==> src/hdl/nnta_pkg.sv <==
// nnta_pkg: shared types, constants and helpers of the track associator
// depends on nothing; imported by nnta_ctrl, nnta_datapath and the top level
`default_nettype none

package nnta_pkg;

	localparam int DEF_MAX_TRACKS   = 32;
	localparam int DEF_MAX_CLUSTERS = 32;
	localparam int RESULT_CAP       = 32;
	localparam int N_W              = $clog2(RESULT_CAP + 1);

	localparam int POS_W     = 24;
	localparam int RAD_W     = 16;
	localparam int ID_W      = 32;
	localparam int MISS_W    = 8;
	localparam int DT_W      = 24;
	localparam int CFG_W     = 23;
	localparam int CFG_IDX_W = 2;

	localparam int DIFF_W = POS_W + 1;
	localparam int ACC_W  = 2 * DIFF_W;
	localparam int GAIN_W = 28;
	localparam int PROD_W = DIFF_W + GAIN_W - 1;
	localparam int MAG_W  = PROD_W - 1;
	localparam int MIX_W  = PROD_W + 1;

	localparam logic [CFG_IDX_W-1:0] CFG_GATE = 2'd0;
	localparam logic [CFG_IDX_W-1:0] CFG_DYN  = 2'd1;
	localparam logic [CFG_IDX_W-1:0] CFG_MISS = 2'd2;

	localparam logic CMD_LOAD  = 1'b0;
	localparam logic CMD_CLOSE = 1'b1;

	localparam logic [CFG_W-1:0]  GATE_RST = 23'd2048;
	localparam logic [CFG_W-1:0]  DYN_RST  = 23'd512;
	localparam logic [MISS_W-1:0] MISS_RST = 8'd5;
	localparam logic [MISS_W-1:0] MISS_SAT = 8'hff;

	localparam int VEL_GAIN  = 77000000;
	localparam int OLD_GAIN  = 179;
	localparam int MIX_SHIFT = 8;

	// track write sources
	localparam logic [1:0] TW_UPDATE = 2'd0;
	localparam logic [1:0] TW_MISS   = 2'd1;
	localparam logic [1:0] TW_MOVE   = 2'd2;
	localparam logic [1:0] TW_NEW    = 2'd3;

	// accumulator ops
	localparam logic [1:0] ACC_HOLD = 2'd0;
	localparam logic [1:0] ACC_CLR  = 2'd1;
	localparam logic [1:0] ACC_ADD  = 2'd2;

	// output ops
	localparam logic [2:0] EM_NONE  = 3'd0;
	localparam logic [2:0] EM_LOAD  = 3'd1;
	localparam logic [2:0] EM_SHIFT = 3'd2;
	localparam logic [2:0] EM_LAST  = 3'd3;
	localparam logic [2:0] EM_EMPTY = 3'd4;

	typedef struct packed {
		logic                    command;
		logic signed [POS_W-1:0] cluster_x;
		logic signed [POS_W-1:0] cluster_y;
		logic signed [POS_W-1:0] cluster_z;
		logic [RAD_W-1:0]        cluster_radius;
		logic [DT_W-1:0]         frame_dt;
	} in_item_t;

	typedef struct packed {
		logic [ID_W-1:0]         track_id;
		logic signed [POS_W-1:0] pos_x;
		logic signed [POS_W-1:0] pos_y;
		logic signed [POS_W-1:0] pos_z;
		logic [RAD_W-1:0]        radius;
		logic signed [POS_W-1:0] vel_x;
		logic signed [POS_W-1:0] vel_y;
		logic signed [POS_W-1:0] vel_z;
		logic                    is_dynamic;
		logic                    last_of_frame;
		logic                    no_live_tracks;
		logic                    dropped_any;
	} out_item_t;

	typedef struct packed {
		logic signed [POS_W-1:0] px;
		logic signed [POS_W-1:0] py;
		logic signed [POS_W-1:0] pz;
		logic signed [POS_W-1:0] vx;
		logic signed [POS_W-1:0] vy;
		logic signed [POS_W-1:0] vz;
		logic [RAD_W-1:0]        rad;
		logic [ID_W-1:0]         ident;
		logic [MISS_W-1:0]       missed;
		logic                    moving;
	} track_rec_t;

	typedef struct packed {
		logic signed [POS_W-1:0] cx;
		logic signed [POS_W-1:0] cy;
		logic signed [POS_W-1:0] cz;
		logic [RAD_W-1:0]        crad;
	} clu_rec_t;

	typedef struct packed {
		logic       close_lat;
		logic       clu_we;
		logic       trk_we;
		logic [1:0] trk_wsel;
		logic [1:0] ax;
		logic       sq_dyn;
		logic [1:0] acc_op;
		logic       bd_init;
		logic       bd_take;
		logic       vel_init;
		logic       prod_load;
		logic       div_start;
		logic       vel_mix;
		logic [2:0] emit_op;
		logic       dropped;
	} ctrl_cmd_t;

	typedef struct packed {
		logic d2_less;
		logic div_done;
		logic stale;
		logic fresh;
		logic dt_gt1;
	} dp_status_t;

	function automatic logic signed [POS_W-1:0] pick_axis(
		input logic [1:0]              ax,
		input logic signed [POS_W-1:0] x,
		input logic signed [POS_W-1:0] y,
		input logic signed [POS_W-1:0] z
	);
		logic signed [POS_W-1:0] r;
		unique case (ax)
			2'd0: r = x;
			2'd1: r = y;
			default: r = z;
		endcase
		return r;
	endfunction

endpackage

`default_nettype wire

==> src/hdl/nnta_ctrl.sv <==
// nnta_ctrl: frame sequencer, loop counters, claim bits and table fill counts
// depends on nnta_pkg
`default_nettype none

module nnta_ctrl import nnta_pkg::*; #(
	parameter int MAX_TRACKS   = DEF_MAX_TRACKS,
	parameter int MAX_CLUSTERS = DEF_MAX_CLUSTERS,
	parameter int TAW          = (MAX_TRACKS > 1) ? $clog2(MAX_TRACKS) : 1,
	parameter int CAW          = (MAX_CLUSTERS > 1) ? $clog2(MAX_CLUSTERS) : 1
) (
	input  wire logic           clk,
	input  wire logic           arst_n,
	input  wire logic           start,
	input  wire logic           command,
	output logic                busy,
	input  wire dp_status_t     stat,
	output ctrl_cmd_t           cmd,
	output logic      [TAW-1:0] trk_raddr,
	output logic      [TAW-1:0] trk_waddr,
	output logic      [CAW-1:0] clu_raddr,
	output logic      [CAW-1:0] clu_waddr
);

	localparam int CWT = $clog2(MAX_TRACKS + 1);
	localparam int CWC = $clog2(MAX_CLUSTERS + 1);

	localparam logic [4:0] S_IDLE  = 5'd0;
	localparam logic [4:0] S_A_TRK = 5'd1;
	localparam logic [4:0] S_A_CHK = 5'd2;
	localparam logic [4:0] S_A_AX  = 5'd3;
	localparam logic [4:0] S_A_CMP = 5'd4;
	localparam logic [4:0] S_A_DEC = 5'd5;
	localparam logic [4:0] S_V_RD  = 5'd6;
	localparam logic [4:0] S_V_MUL = 5'd7;
	localparam logic [4:0] S_V_DST = 5'd8;
	localparam logic [4:0] S_V_DWT = 5'd9;
	localparam logic [4:0] S_V_MIX = 5'd10;
	localparam logic [4:0] S_V_DYN = 5'd11;
	localparam logic [4:0] S_V_WR  = 5'd12;
	localparam logic [4:0] S_C_RD  = 5'd13;
	localparam logic [4:0] S_C_EV  = 5'd14;
	localparam logic [4:0] S_N_CHK = 5'd15;
	localparam logic [4:0] S_N_WR  = 5'd16;
	localparam logic [4:0] S_E_RD  = 5'd17;
	localparam logic [4:0] S_E_EV  = 5'd18;
	localparam logic [4:0] S_E_END = 5'd19;

	logic [4:0]              state_q;
	logic [CWT-1:0]          t_q;
	logic [CWT-1:0]          w_q;
	logic [CWT-1:0]          tcount_q;
	logic [CWC-1:0]          c_q;
	logic [CWC-1:0]          ccount_q;
	logic [CAW-1:0]          best_q;
	logic                    best_v_q;
	logic [1:0]              ax_q;
	logic [N_W-1:0]          n_q;
	logic                    pend_v_q;
	logic [MAX_CLUSTERS-1:0] taken_q;
	logic                    ovf_q;
	logic                    v_state;

	assign busy      = (state_q != S_IDLE);
	assign trk_raddr = t_q[TAW-1:0];
	assign clu_waddr = ccount_q[CAW-1:0];
	assign v_state   = (state_q == S_V_RD) || (state_q == S_V_MUL) || (state_q == S_V_DST) ||
		(state_q == S_V_DWT) || (state_q == S_V_MIX) || (state_q == S_V_DYN) ||
		(state_q == S_V_WR);
	assign clu_raddr = v_state ? best_q : c_q[CAW-1:0];

	always_comb begin
		unique case (state_q)
			S_C_EV:  trk_waddr = w_q[TAW-1:0];
			S_N_WR:  trk_waddr = tcount_q[TAW-1:0];
			default: trk_waddr = t_q[TAW-1:0];
		endcase
	end

	always_comb begin
		cmd         = '0;
		cmd.ax      = ax_q;
		cmd.dropped = ovf_q;
		unique case (state_q)
			S_IDLE: begin
				cmd.close_lat = start && (command == CMD_CLOSE);
				cmd.clu_we    = start && (command == CMD_LOAD) &&
					(ccount_q != CWC'(MAX_CLUSTERS));
			end
			S_A_TRK: cmd.bd_init = 1'b1;
			S_A_AX:  cmd.acc_op = (ax_q == 2'd0) ? ACC_CLR : ACC_ADD;
			S_A_CMP: cmd.bd_take = stat.d2_less;
			S_A_DEC: begin
				cmd.vel_init = best_v_q;
				cmd.trk_we   = !best_v_q;
				cmd.trk_wsel = TW_MISS;
			end
			S_V_MUL: cmd.prod_load = 1'b1;
			S_V_DST: cmd.div_start = 1'b1;
			S_V_MIX: cmd.vel_mix = 1'b1;
			S_V_DYN: begin
				cmd.sq_dyn = 1'b1;
				cmd.acc_op = (ax_q == 2'd0) ? ACC_CLR : ACC_ADD;
			end
			S_V_WR: begin
				cmd.trk_we   = 1'b1;
				cmd.trk_wsel = TW_UPDATE;
			end
			S_C_EV: begin
				cmd.trk_we   = !stat.stale;
				cmd.trk_wsel = TW_MOVE;
			end
			S_N_WR: begin
				cmd.trk_we   = 1'b1;
				cmd.trk_wsel = TW_NEW;
			end
			S_E_EV: begin
				if (stat.fresh) begin
					cmd.emit_op = pend_v_q ? EM_SHIFT : EM_LOAD;
				end
			end
			S_E_END: cmd.emit_op = pend_v_q ? EM_LAST : EM_EMPTY;
			default: begin
			end
		endcase
	end

	always_ff @(posedge clk or negedge arst_n) begin
		if (!arst_n) begin
			state_q  <= S_IDLE;
			t_q      <= '0;
			w_q      <= '0;
			tcount_q <= '0;
			c_q      <= '0;
			ccount_q <= '0;
			best_q   <= '0;
			best_v_q <= 1'b0;
			ax_q     <= '0;
			n_q      <= '0;
			pend_v_q <= 1'b0;
			taken_q  <= '0;
			ovf_q    <= 1'b0;
		end else begin
			unique case (state_q)
				S_IDLE: begin
					if (start) begin
						if (command == CMD_CLOSE) begin
							t_q     <= '0;
							state_q <= S_A_TRK;
						end else if (ccount_q != CWC'(MAX_CLUSTERS)) begin
							ccount_q <= ccount_q + 1'b1;
						end else begin
							ovf_q <= 1'b1;
						end
					end
				end
				S_A_TRK: begin
					c_q      <= '0;
					best_v_q <= 1'b0;
					if (t_q == tcount_q) begin
						t_q     <= '0;
						w_q     <= '0;
						state_q <= S_C_RD;
					end else begin
						state_q <= S_A_CHK;
					end
				end
				S_A_CHK: begin
					priority if (c_q == ccount_q) begin
						state_q <= S_A_DEC;
					end else if (taken_q[c_q[CAW-1:0]]) begin
						c_q <= c_q + 1'b1;
					end else begin
						ax_q    <= '0;
						state_q <= S_A_AX;
					end
				end
				S_A_AX: begin
					ax_q <= ax_q + 1'b1;
					if (ax_q == 2'd3) begin
						state_q <= S_A_CMP;
					end
				end
				S_A_CMP: begin
					if (stat.d2_less) begin
						best_q   <= c_q[CAW-1:0];
						best_v_q <= 1'b1;
					end
					c_q     <= c_q + 1'b1;
					state_q <= S_A_CHK;
				end
				S_A_DEC: begin
					if (best_v_q) begin
						taken_q[best_q] <= 1'b1;
						state_q         <= S_V_RD;
					end else begin
						t_q     <= t_q + 1'b1;
						state_q <= S_A_TRK;
					end
				end
				S_V_RD: begin
					ax_q    <= '0;
					state_q <= stat.dt_gt1 ? S_V_MUL : S_V_DYN;
				end
				S_V_MUL: state_q <= S_V_DST;
				S_V_DST: state_q <= S_V_DWT;
				S_V_DWT: begin
					if (stat.div_done) begin
						state_q <= S_V_MIX;
					end
				end
				S_V_MIX: begin
					if (ax_q == 2'd2) begin
						ax_q    <= '0;
						state_q <= S_V_DYN;
					end else begin
						ax_q    <= ax_q + 1'b1;
						state_q <= S_V_MUL;
					end
				end
				S_V_DYN: begin
					ax_q <= ax_q + 1'b1;
					if (ax_q == 2'd3) begin
						state_q <= S_V_WR;
					end
				end
				S_V_WR: begin
					t_q     <= t_q + 1'b1;
					state_q <= S_A_TRK;
				end
				S_C_RD: begin
					if (t_q == tcount_q) begin
						tcount_q <= w_q;
						c_q      <= '0;
						state_q  <= S_N_CHK;
					end else begin
						state_q <= S_C_EV;
					end
				end
				S_C_EV: begin
					if (!stat.stale) begin
						w_q <= w_q + 1'b1;
					end
					t_q     <= t_q + 1'b1;
					state_q <= S_C_RD;
				end
				S_N_CHK: begin
					priority if (c_q == ccount_q) begin
						t_q      <= '0;
						n_q      <= '0;
						pend_v_q <= 1'b0;
						state_q  <= S_E_RD;
					end else if (taken_q[c_q[CAW-1:0]]) begin
						c_q <= c_q + 1'b1;
					end else if (tcount_q == CWT'(MAX_TRACKS)) begin
						ovf_q <= 1'b1;
						c_q   <= c_q + 1'b1;
					end else begin
						state_q <= S_N_WR;
					end
				end
				S_N_WR: begin
					tcount_q <= tcount_q + 1'b1;
					c_q      <= c_q + 1'b1;
					state_q  <= S_N_CHK;
				end
				S_E_RD: begin
					if ((t_q == tcount_q) || (n_q == N_W'(RESULT_CAP))) begin
						state_q <= S_E_END;
					end else begin
						state_q <= S_E_EV;
					end
				end
				S_E_EV: begin
					if (stat.fresh) begin
						pend_v_q <= 1'b1;
						n_q      <= n_q + 1'b1;
					end
					t_q     <= t_q + 1'b1;
					state_q <= S_E_RD;
				end
				S_E_END: begin
					taken_q  <= '0;
					ccount_q <= '0;
					ovf_q    <= 1'b0;
					state_q  <= S_IDLE;
				end
				default: state_q <= S_IDLE;
			endcase
		end
	end

endmodule

`default_nettype wire

==> config.mk <==
export PLATFORM = sky130hd
export DESIGN_NAME = nnta_ctrl
export DESIGN_NICKNAME = d
export VERILOG_FILES = /design/src/hdl/nnta_pkg.sv /design/src/hdl/nnta_ctrl.sv
export SDC_FILE = /design/constraint.sdc
export NUM_CORES = 1
export LEC_CHECK = 0
export BUFFER_PORTS_ARGS = -buffer_cell sky130_fd_sc_hd__buf_2
export CAP_MARGIN = 15
export CELL_PAD_IN_SITES_DETAIL_PLACEMENT = 1
export CELL_PAD_IN_SITES_GLOBAL_PLACEMENT = 1
export CORE_MARGIN = 1.5
export CORE_UTILIZATION = 49
export DETAILED_ROUTE_END_ITERATION = 8
export PLACE_DENSITY_LB_ADDON = 0.1
export SYNTH_ARGS = -nofsm -noshare
export SYNTH_HDL_FRONTEND = slang
export SYNTH_SLANG_ARGS = --single-unit
==> constraint.sdc <==
create_clock -name clk -period 4.7 [get_ports clk]
set_input_delay 0.47 -clock clk [delete_from_list [all_inputs] [get_ports clk]]
set_output_delay 0.47 -clock clk [all_outputs]
set_load 0.005 [all_outputs]
# Word level (Yosys, flattened, before mapping)
# Index checks and enable logic that the tools add are counted.
dict set report word_totals {
  wordCells 196
  memories 0
  mem_bits_rw 0
  out_inout_bits 41
  latchBits 0
  ff_bits 83
  rom_bits 0
}
dict set report op_classes {
  n_div 0
  n_bitwise 2
  add_sub_neg 7
  n_lt_le_gt_ge 3
  n_mux 78
  multipliers 0
  shift 0
  eq_ne 52
  reduce_logical 41
}
# cell count
set ops {}
lappend ops {{6-bit 2-to-1 mux} 16}
lappend ops {{5-bit one-hot mux with 19 select lines} 1}
lappend ops {{32-bit one-hot mux with 2 select lines} 1}
lappend ops {{6-bit one-hot mux with 5 select lines} 2}
lappend ops {{5-bit 2-to-1 mux} 11}
lappend ops {{6-bit one-hot mux with 2 select lines} 4}
lappend ops {{2-bit inequality test (second input constant)} 21}
lappend ops {{5-bit by 4-bit equality test with 1-bit output (second input constant)} 8}
lappend ops {{6-bit by 1-bit adder with 6-bit output (second input constant)} 6}
lappend ops {{32-bit 2-to-1 mux} 1}
lappend ops {{32-bit OR} 1}
lappend ops {{5-bit by 3-bit equality test with 1-bit output (second input constant)} 4}
lappend ops {{5-bit equality test (second input constant)} 4}
lappend ops {{1-bit 2-to-1 mux} 20}
lappend ops {{2-bit 2-to-1 mux} 8}
lappend ops {{5-bit nonzero test} 3}
lappend ops {{6-bit equality test} 2}
lappend ops {{6-bit equality test (second input constant)} 2}
lappend ops {{5-bit by 6-bit less-than comparator with 1-bit output (second input constant)} 2}
lappend ops {{4-bit 2-to-1 mux} 3}
lappend ops {{3-bit inequality test (second input constant)} 4}
lappend ops {{3-bit one-hot mux with 4 select lines} 1}
lappend ops {{6-bit AND reduction} 2}
lappend ops {{2-bit nonzero test} 6}
lappend ops {{30 further kinds} 50}

# Depth between registers and ports, before layout
# Gate-level depths: netlist of the first run.
dict set report logic_depth {
  depth_word 8
  mapped_depth 10
  depth_no_buf 8
}

# Least setup slack after synthesis of the first run
# OpenSTA, ideal clock, no wires.
dict set report synth_path {
  kind {reg-to-reg}
  from {register c_q[0]}
  to {register t_q[3]}
  path_slack_ns 2.363
  required_time_ns 4.605
  setup_ns 0.095
  path_stages_with_launch 9
  synth_period_minus_slack_ns 2.337
  arrival_time_ns 2.242
  path_cell_list {dfrtp_1 > buf_6 > buf_8 > xor2_1 > or4_4 > nor2_4 > a21oi_2 > or4_4 > o31ai_1}
}
dict set report synth_between {
  elab_chain_cells 3
}
# element line_no
set synth_rtl {}
lappend synth_rtl {{start, declared} nnta_ctrl.sv:52} ;# logic [CWC-1:0] c_q;
lappend synth_rtl {{start signal, assigned} nnta_ctrl.sv:171} ;# c_q <= c_q + 1'b1;
lappend synth_rtl {{start signal, assigned} nnta_ctrl.sv:188} ;# c_q <= c_q + 1'b1;
lappend synth_rtl {{start signal, assigned} nnta_ctrl.sv:253} ;# c_q <= c_q + 1'b1;
lappend synth_rtl {{6-bit equality test} nnta_ctrl.sv:247} ;# priority if (c_q == ccount_q) begin
lappend synth_rtl {{2-bit inequality test (no line)} -}
lappend synth_rtl {{6-bit AND reduction (no line)} -}
lappend synth_rtl {{end signal, assigned} nnta_ctrl.sv:227} ;# t_q <= t_q + 1'b1;
lappend synth_rtl {{end signal, assigned} nnta_ctrl.sv:243} ;# t_q <= t_q + 1'b1;
lappend synth_rtl {{end signal, assigned} nnta_ctrl.sv:278} ;# t_q <= t_q + 1'b1;
lappend synth_rtl {{end, declared} nnta_ctrl.sv:49} ;# logic [CWT-1:0] t_q;
# No other way between the ends.
# A chain may end at the register's enable or synchronous reset.

# Worst setup path in the final report of the first run
dict set report layout_path {
  from {register state_q[2]}
  to {output port trk_waddr[1]}
}
dict set report layout_between {
  elab_chain_cells 2
  word_cells_on_any_way 3
}
# element line_no
set layout_rtl {}
lappend layout_rtl {{start, declared} nnta_ctrl.sv:48} ;# logic [4:0] state_q;
lappend layout_rtl {{start signal, assigned} nnta_ctrl.sv:202} ;# state_q <= stat.dt_gt1 ? S_V_MUL : S_V_DYN;
lappend layout_rtl {{5-bit equality test / 5-bit by 4-bit equality test with 1-bit output (equally long branches)} nnta_ctrl.sv:72} ;# unique case (state_q)
lappend layout_rtl {{5-bit one-hot mux with 2 select lines (*)} nnta_ctrl.sv:72}
lappend layout_rtl {{end, declared} nnta_ctrl.sv:19} ;# output logic [TAW-1:0] trk_waddr,
# Every way passes the cells marked *; elsewhere a longest branch is shown, timed or not.

==> results.json, run 1 <==
{
  "drtIter0Drc": 246,
  "dpl.hpwl_mm": 11.06,
  "mostFrequentLayoutCells": "dfrtp_1 (83), nor2_1 (79), nand2_1 (48), a21oi_1 (48), buf_2 (48)",
  "gp_congestion": 0.8356,
  "p_total_w": 0.003199,
  "die_h_um": 107.7,
  "ys_ff_latch": 83,
  "yosysTopAreaCell": "dfrtp_1",
  "synth.area.top_cells": "dfrtp_1 (39%), nor2_1 (5.6%), a21oi_1 (4.5%)",
  "final_common_cell": "dfrtp_1",
  "dieArea_um2": 11600,
  "antenna_found_initial": 0,
  "avgRoutedWirePerCell_um": 19.99,
  "num_antenna_cells": 0,
  "ir_drop_v": 0.0002174,
  "arrival_ns": 3.19,
  "root_buffer": "clkbuf_8",
  "p_sw_w": 0.001541,
  "post-route-period-util": 0.7794,
  "die_x_um": 107.7,
  "timing.hold.ws_ns": 0.4426,
  "ff2ff_path_depth": 6,
  "drcViolationCount": 0,
  "htree_levels": 3,
  "area_growth_pct": 7.244,
  "ant_nets": 0,
  "yosysWarnings": 0,
  "swShare": 0.4819,
  "synth_area_um2": 5371,
  "period_needed_ns": 3.663,
  "rsz0062_at_grt": "false",
  "final_nets": 656,
  "skew_ns": 0.01678,
  "synth_top_area_frac": 0.3867,
  "drv_cap": 0,
  "globalRouteOverflowTotal": 0,
  "setup.worst_path.start": "state_q[2]",
  "drt-pass1-iter-count": 4,
  "tns_ns": 0,
  "layout-drive-gt1-share": 0.1429,
  "worst-path-buf-inv": 1,
  "status": "finished, final reports clean",
  "r2r-start": "state_q[1]",
  "p_per_area_nw_per_um2": 555.2,
  "top_level_ports": 50,
  "cts-resized-gates": 0,
  "seq_power_share": 0.382,
  "numCtsBuffers": 9,
  "postSynth.asyncResetShare": 1.000,
  "grt_pass1_wl_mm": 25.50,
  "cp-end-kind": "primary output",
  "path_cells": "or3_1 > nor2_1 > nor2_1 > a221o_1 > buf_2",
  "critical_path.slowest_cell": "nor2_1",
  "netlist_instances": 622,
  "grt_pass1_vias": 4980,
  "holdPathEnd": "w_q[0]",
  "worstReg2RegEnd": "c_q[4]",
  "num_rows": 38,
  "via_per_inst": 6.166,
  "cp_max_fo": 29,
  "num_vias": 4791,
  "design.core.area_um2": 10750,
  "syn_area_per_cell_um2": 8.636,
  "slowest_delay_ns": 0.77,
  "track_usage": 0.2830,
  "hp-class": "primary input to flip-flop",
  "p_leak_nw": 2.692,
  "synth_ff_type": "dfrtp_1",
  "cts_buffer_depth": 2,
  "synthesis.nets": 645,
  "cp.required_ns": 4.23,
  "cts_num_sinks": 83,
  "utilization": 0.5361,
  "worst_path_most_repeated_cell": "nor2_1",
  "min_path_cells": 3,
  "r2r_slack_ns": 1.51,
  "combPwrFrac": 0.463,
  "hold_path.startpoint": "stat[2]",
  "synth.distinct_cells": 68,
  "initial_core_util": 0.4999,
  "tightest_slew_ns": 1.111,
  "setup_viol": 0,
  "cts_tree": "built",
  "slew_headroom": 0.2572,
  "clk_pin_slew_worst_paths_ns": 0.09,
  "ys_seq_area_frac": 0.3867,
  "clkPwrFrac": 0.155,
  "clk_latency_ns": 0.36,
  "slew_violations": 0,
  "p_int_w": 0.001657,
  "critPathLaunchType": "flip-flop",
  "grt_max_degree": 84,
  "synth_edf_count": 0,
  "layoutNonFillerInstCount": 777,
  "critPathKind": "flip-flop to primary output",
  "routed_wl_mm": 15.53,
  "portBuffers": 49,
  "hold_viol_final": 0,
  "clock.fmax_mhz": 273.0,
  "crit_family": "simple AND/OR/NAND/NOR gates",
  "dp.cells": 760
}
## power groups by stage
stage	sequential, W	clock [W]	combinational, W
final	0.00122	0.000495	0.00148
after global routing	0.00126	0.000534	0.00165
after CTS	0.00122	0.000503	0.00147
after floorplan	0.000968	0	0.00126
after global placement	0.00122	0	0.00141
after detailed placement	0.00123	0	0.00146
## area by class of cell
| class | count | area (um2) |
|---|---|---|
| sequential | 83 | 2077 |
| timing repair buffer | 52 | 292.8 |
| clock inverter | 3 | 23.77 |
| inverter | 20 | 75.07 |
| tap | 140 | 175.2 |
| clock buffer | 12 | 155.1 |
| multi-input combinational | 467 | 2962 |
| fill | 1308 | 4985 |
## per-stage QoR
stage | worst slack, ns | cell area, um2
after floorplan | 2.363 | 5371
after global placement | 1.570 | 5544
after detailed placement | 1.436 | 5544
after CTS | 1.046 | 5723
after global routing | 0.7457 | 5761
final | 1.037 | 5761
## synth_stat cells (all sizes together), types with 5 or more instances
cell type,instances
nand4,8
or2,6
mux2i,5
xor2,22
nand3,33
ha,14
nor4,6
dfrtp,83
mux2,15
o21ai,30
inv,20
o211ai,5
nor2,82
nor3,16
buf,19
nand2b,10
a211oi,5
a21oi,50
mux4,6
a31oi,9
clkbuf,33
o31ai,6
nor2b,13
nand2,48
or3,7
and3,10
## cells by family after synthesis
family / synth area share
flip-flops: 0.3867
multiplexers: 0.06802
buffers and inverters: 0.06243
adder cells (fa/ha/maj): 0.03261
XOR/XNOR: 0.03750
AO/OA/AOI/OAI: 0.1791
AND/OR/NAND/NOR: 0.2336
## worst register-to-register path: cells and delay by family, from the launching register on
| kind | cells | cell delay [ns] |
|---|---|---|
| flops | 1 | 0.69 |
| compound gates | 3 | 1.32 |
| simple gates | 3 | 1.11 |
## how the worst max path moves through the flow
stage / endpoint / cells past startpoint / slack (ns)
floorplan: t_q[3] / 8 / 2.36
global placement: trk_waddr[3] / 5 / 1.57
detailed placement: trk_waddr[1] / 5 / 1.44
CTS: trk_waddr[1] / 5 / 1.05
global route: cmd[1] / 4 / 0.75
finish: trk_waddr[1] / 5 / 1.04
## repair_timing
item | 4_1_cts | 5_1_grt
buffers inserted | 0 | 0
hold buffers | 0 | 1
hold endpoints to repair | 0 | 9
## state kept, by name (all words and copies together) (netlist names)
signal	cells
best_v_q	1
w_q	6
tcount_q	6
best_q	5
n_q	6
pend_v_q	1
c_q	6
ax_q	2
ccount_q	6
state_q	5
t_q	6
taken_q	32
ovf_q	1
## layer usage
metal,vias to the layer above,GRT usage,wire length (um)
met3,16,0.04056,584
met4,0,0.08271,201
met1,2430,0.3622,6857
met2,106,0.4964,7889
met5,-,0,0
li1,2239,-,-
(Power assumes the default switching activity.)
==> run 2: changes to the inputs <==
--- a/config.mk
+++ b/config.mk
@@ -10,7 +10,7 @@
 export CELL_PAD_IN_SITES_DETAIL_PLACEMENT = 1
 export CELL_PAD_IN_SITES_GLOBAL_PLACEMENT = 1
 export CORE_MARGIN = 1.5
-export CORE_UTILIZATION = 49
+export CORE_UTILIZATION = 41
 export DETAILED_ROUTE_END_ITERATION = 8
 export PLACE_DENSITY_LB_ADDON = 0.1
 export SYNTH_ARGS = -nofsm -noshare
==> constraint.sdc (replaced) <==
create_clock -name clk -period 3.3 [get_ports clk]
set_input_delay 0.33 -clock clk [delete_from_list [all_inputs] [get_ports clk]]
set_output_delay 0.33 -clock clk [all_outputs]
set_load 0.005 [all_outputs]
==> results.json, run 2 (same netlist as run 1, synthesis figures left out) <==
{
  "status": "finished, final reports clean",
  "ir_drop_v": 0.0003517,
  "cts_buffer_depth": 2,
  "rsz0062_at_grt": "false",
  "clk_pin_slew_worst_paths_ns": 0.07,
  "antenna_found_initial": 0,
  "skew_ns": 0.007704,
  "cts_tree": "built",
  "place_ws_ns": 0.6276,
  "routed_wl_mm": 16.16,
  "portBuffers": 49,
  "p_per_area_nw_per_um2": 839.6,
  "largest_reg_flops": 32,
  "p_total_w": 0.005102,
  "placed_area_um2": 5734,
  "cp-end-kind": "primary output",
  "multiInputGateArea_um2": 2962,
  "setup_viol": 0,
  "tns_ns": 0,
  "die_h_um": 117.5,
  "avgRoutedWirePerCell_um": 19.51,
  "hp-class": "primary input to asynchronous set/reset pin",
  "regMostFlops": "taken_q",
  "drcViolationCount": 0,
  "tightest_slew_ns": 1.022,
  "slew_violations": 0,
  "grt_max_degree": 79,
  "layout-drive-gt1-share": 0.1692,
  "final-seq-area_um2": 2077,
  "timing.final.ws_setup_ns": 0.3423,
  "mostFrequentLayoutCells": "dfrtp_1 (83), nor2_1 (79), nand2_1 (48), a21oi_1 (48), buf_2 (48)",
  "num_vias": 4860,
  "post-cts-setup-buffers": 0,
  "final_area_um2": 6076,
  "fillerInstances": 1550,
  "track_usage": 0.2431,
  "cp_max_fo": 22,
  "grt_pass1_wl_mm": 26.82,
  "clk_latency_ns": 0.35,
  "arrival_ns": 2.63,
  "globalRouteOverflowTotal": 0,
  "cp.required_ns": 2.97,
  "area_growth_pct": 13.11,
  "top_level_ports": 50,
  "dpl.hpwl_mm": 11.77,
  "root_buffer": "clkbuf_16",
  "design.core.area_um2": 12720,
  "cts-resized-gates": 0,
  "num_rows": 41,
  "gp_congestion": 0.8960,
  "htree_levels": 3,
  "drt-pass1-iter-count": 5,
  "critPathLaunchType": "flip-flop",
  "cts_hold_buf": 0,
  "timing.hold.ws_ns": 0.1356,
  "die_x_um": 117.5,
  "grt_pass1_vias": 4982,
  "period_needed_ns": 2.958,
  "final_nets": 674,
  "critPathKind": "flip-flop to primary output",
  "slew_headroom": 0.3189,
  "p_leak_nw": 2.860,
  "via_per_inst": 5.870,
  "initial_core_util": 0.4222,
  "hold_viol_final": 0,
  "ant_nets": 0,
  "final_common_cell": "dfrtp_1",
  "post-route-period-util": 0.8963,
  "drv_cap": 0,
  "num_antenna_cells": 0,
  "numCtsBuffers": 9,
  "clock.fmax_mhz": 338.1,
  "cts_num_sinks": 83,
  "drtIter0Drc": 247,
  "dieArea_um2": 13800
}
-- run 2: cell count changes in the layout (fill, tap and decap cells not counted), moves of 2 or more --
cell        previous run  this run
clkinvlp_4             2         0
clkbuf_8              11         0
buf_4                  2        22
clkbuf_16              0         9
bufinv_16              0         3
-- run 2: per-stage QoR --
step	cells	util
5_1_grt	828	0.4776
2_1_floorplan	622	-
3_3_place_gp	812	0.4507
6_report	828	0.4776
3_5_place_dp	812	0.4507
4_1_cts	828	0.4776
-- run 2: report_power, final --
group          switching (W)  internal (W)  total [W]
clock network       0.000429      0.000743    0.00117
registers           0.000398       0.00121    0.00161
logic                0.00141      0.000912    0.00232
-- run 2: final cells by class --
type,count,share of cell area
Clock buffer,10,0.03769
Clock inverter,6,0.01853
Inverter,20,0.01236
Multi-Input combinational cell,467,0.4874
Sequential cell,83,0.3418
Tap cell,172,0.03542
Timing Repair Buffer,70,0.06672
-- run 2: path summary, 6_finish.rpt --
| path | from | end | slack [ns] | cells after the start |
|---|---|---|---|---|
| min reg2reg | taken_q[26] | taken_q[26] | 0.49 | 2 |
| max reg2reg | c_q[0] | state_q[3] | 0.59 | 7 |
| min in group clk | stat[2] | w_q[0] | 0.34 | 3 |
| max | state_q[4] | trk_waddr[1] | 0.34 | 7 |
| min | arst_n | w_q[2] | 0.14 | 1 |
| max in group asynchronous | arst_n | tcount_q[5] | 2.48 | 2 |
-- run 2: worst max-delay path, stage by stage, from the launching register on --
cell and delay (ns):
dfrtp_1 0.64, nor2b_1 0.54, nand2_1 0.23, nor2_1 0.14, buf_4 0.16, nor2_1 0.10
a221o_1 0.33, buf_2 0.13
-- run 2: metal layers --
metal  global-route usage  vias up  part of all wire
li1                     -     2273                 -
met1               0.3300     2466              0.46
met4              0.04954        0            0.0085
met3              0.04651       14             0.039
met5                    0        -                 0
met2               0.4070      107              0.49
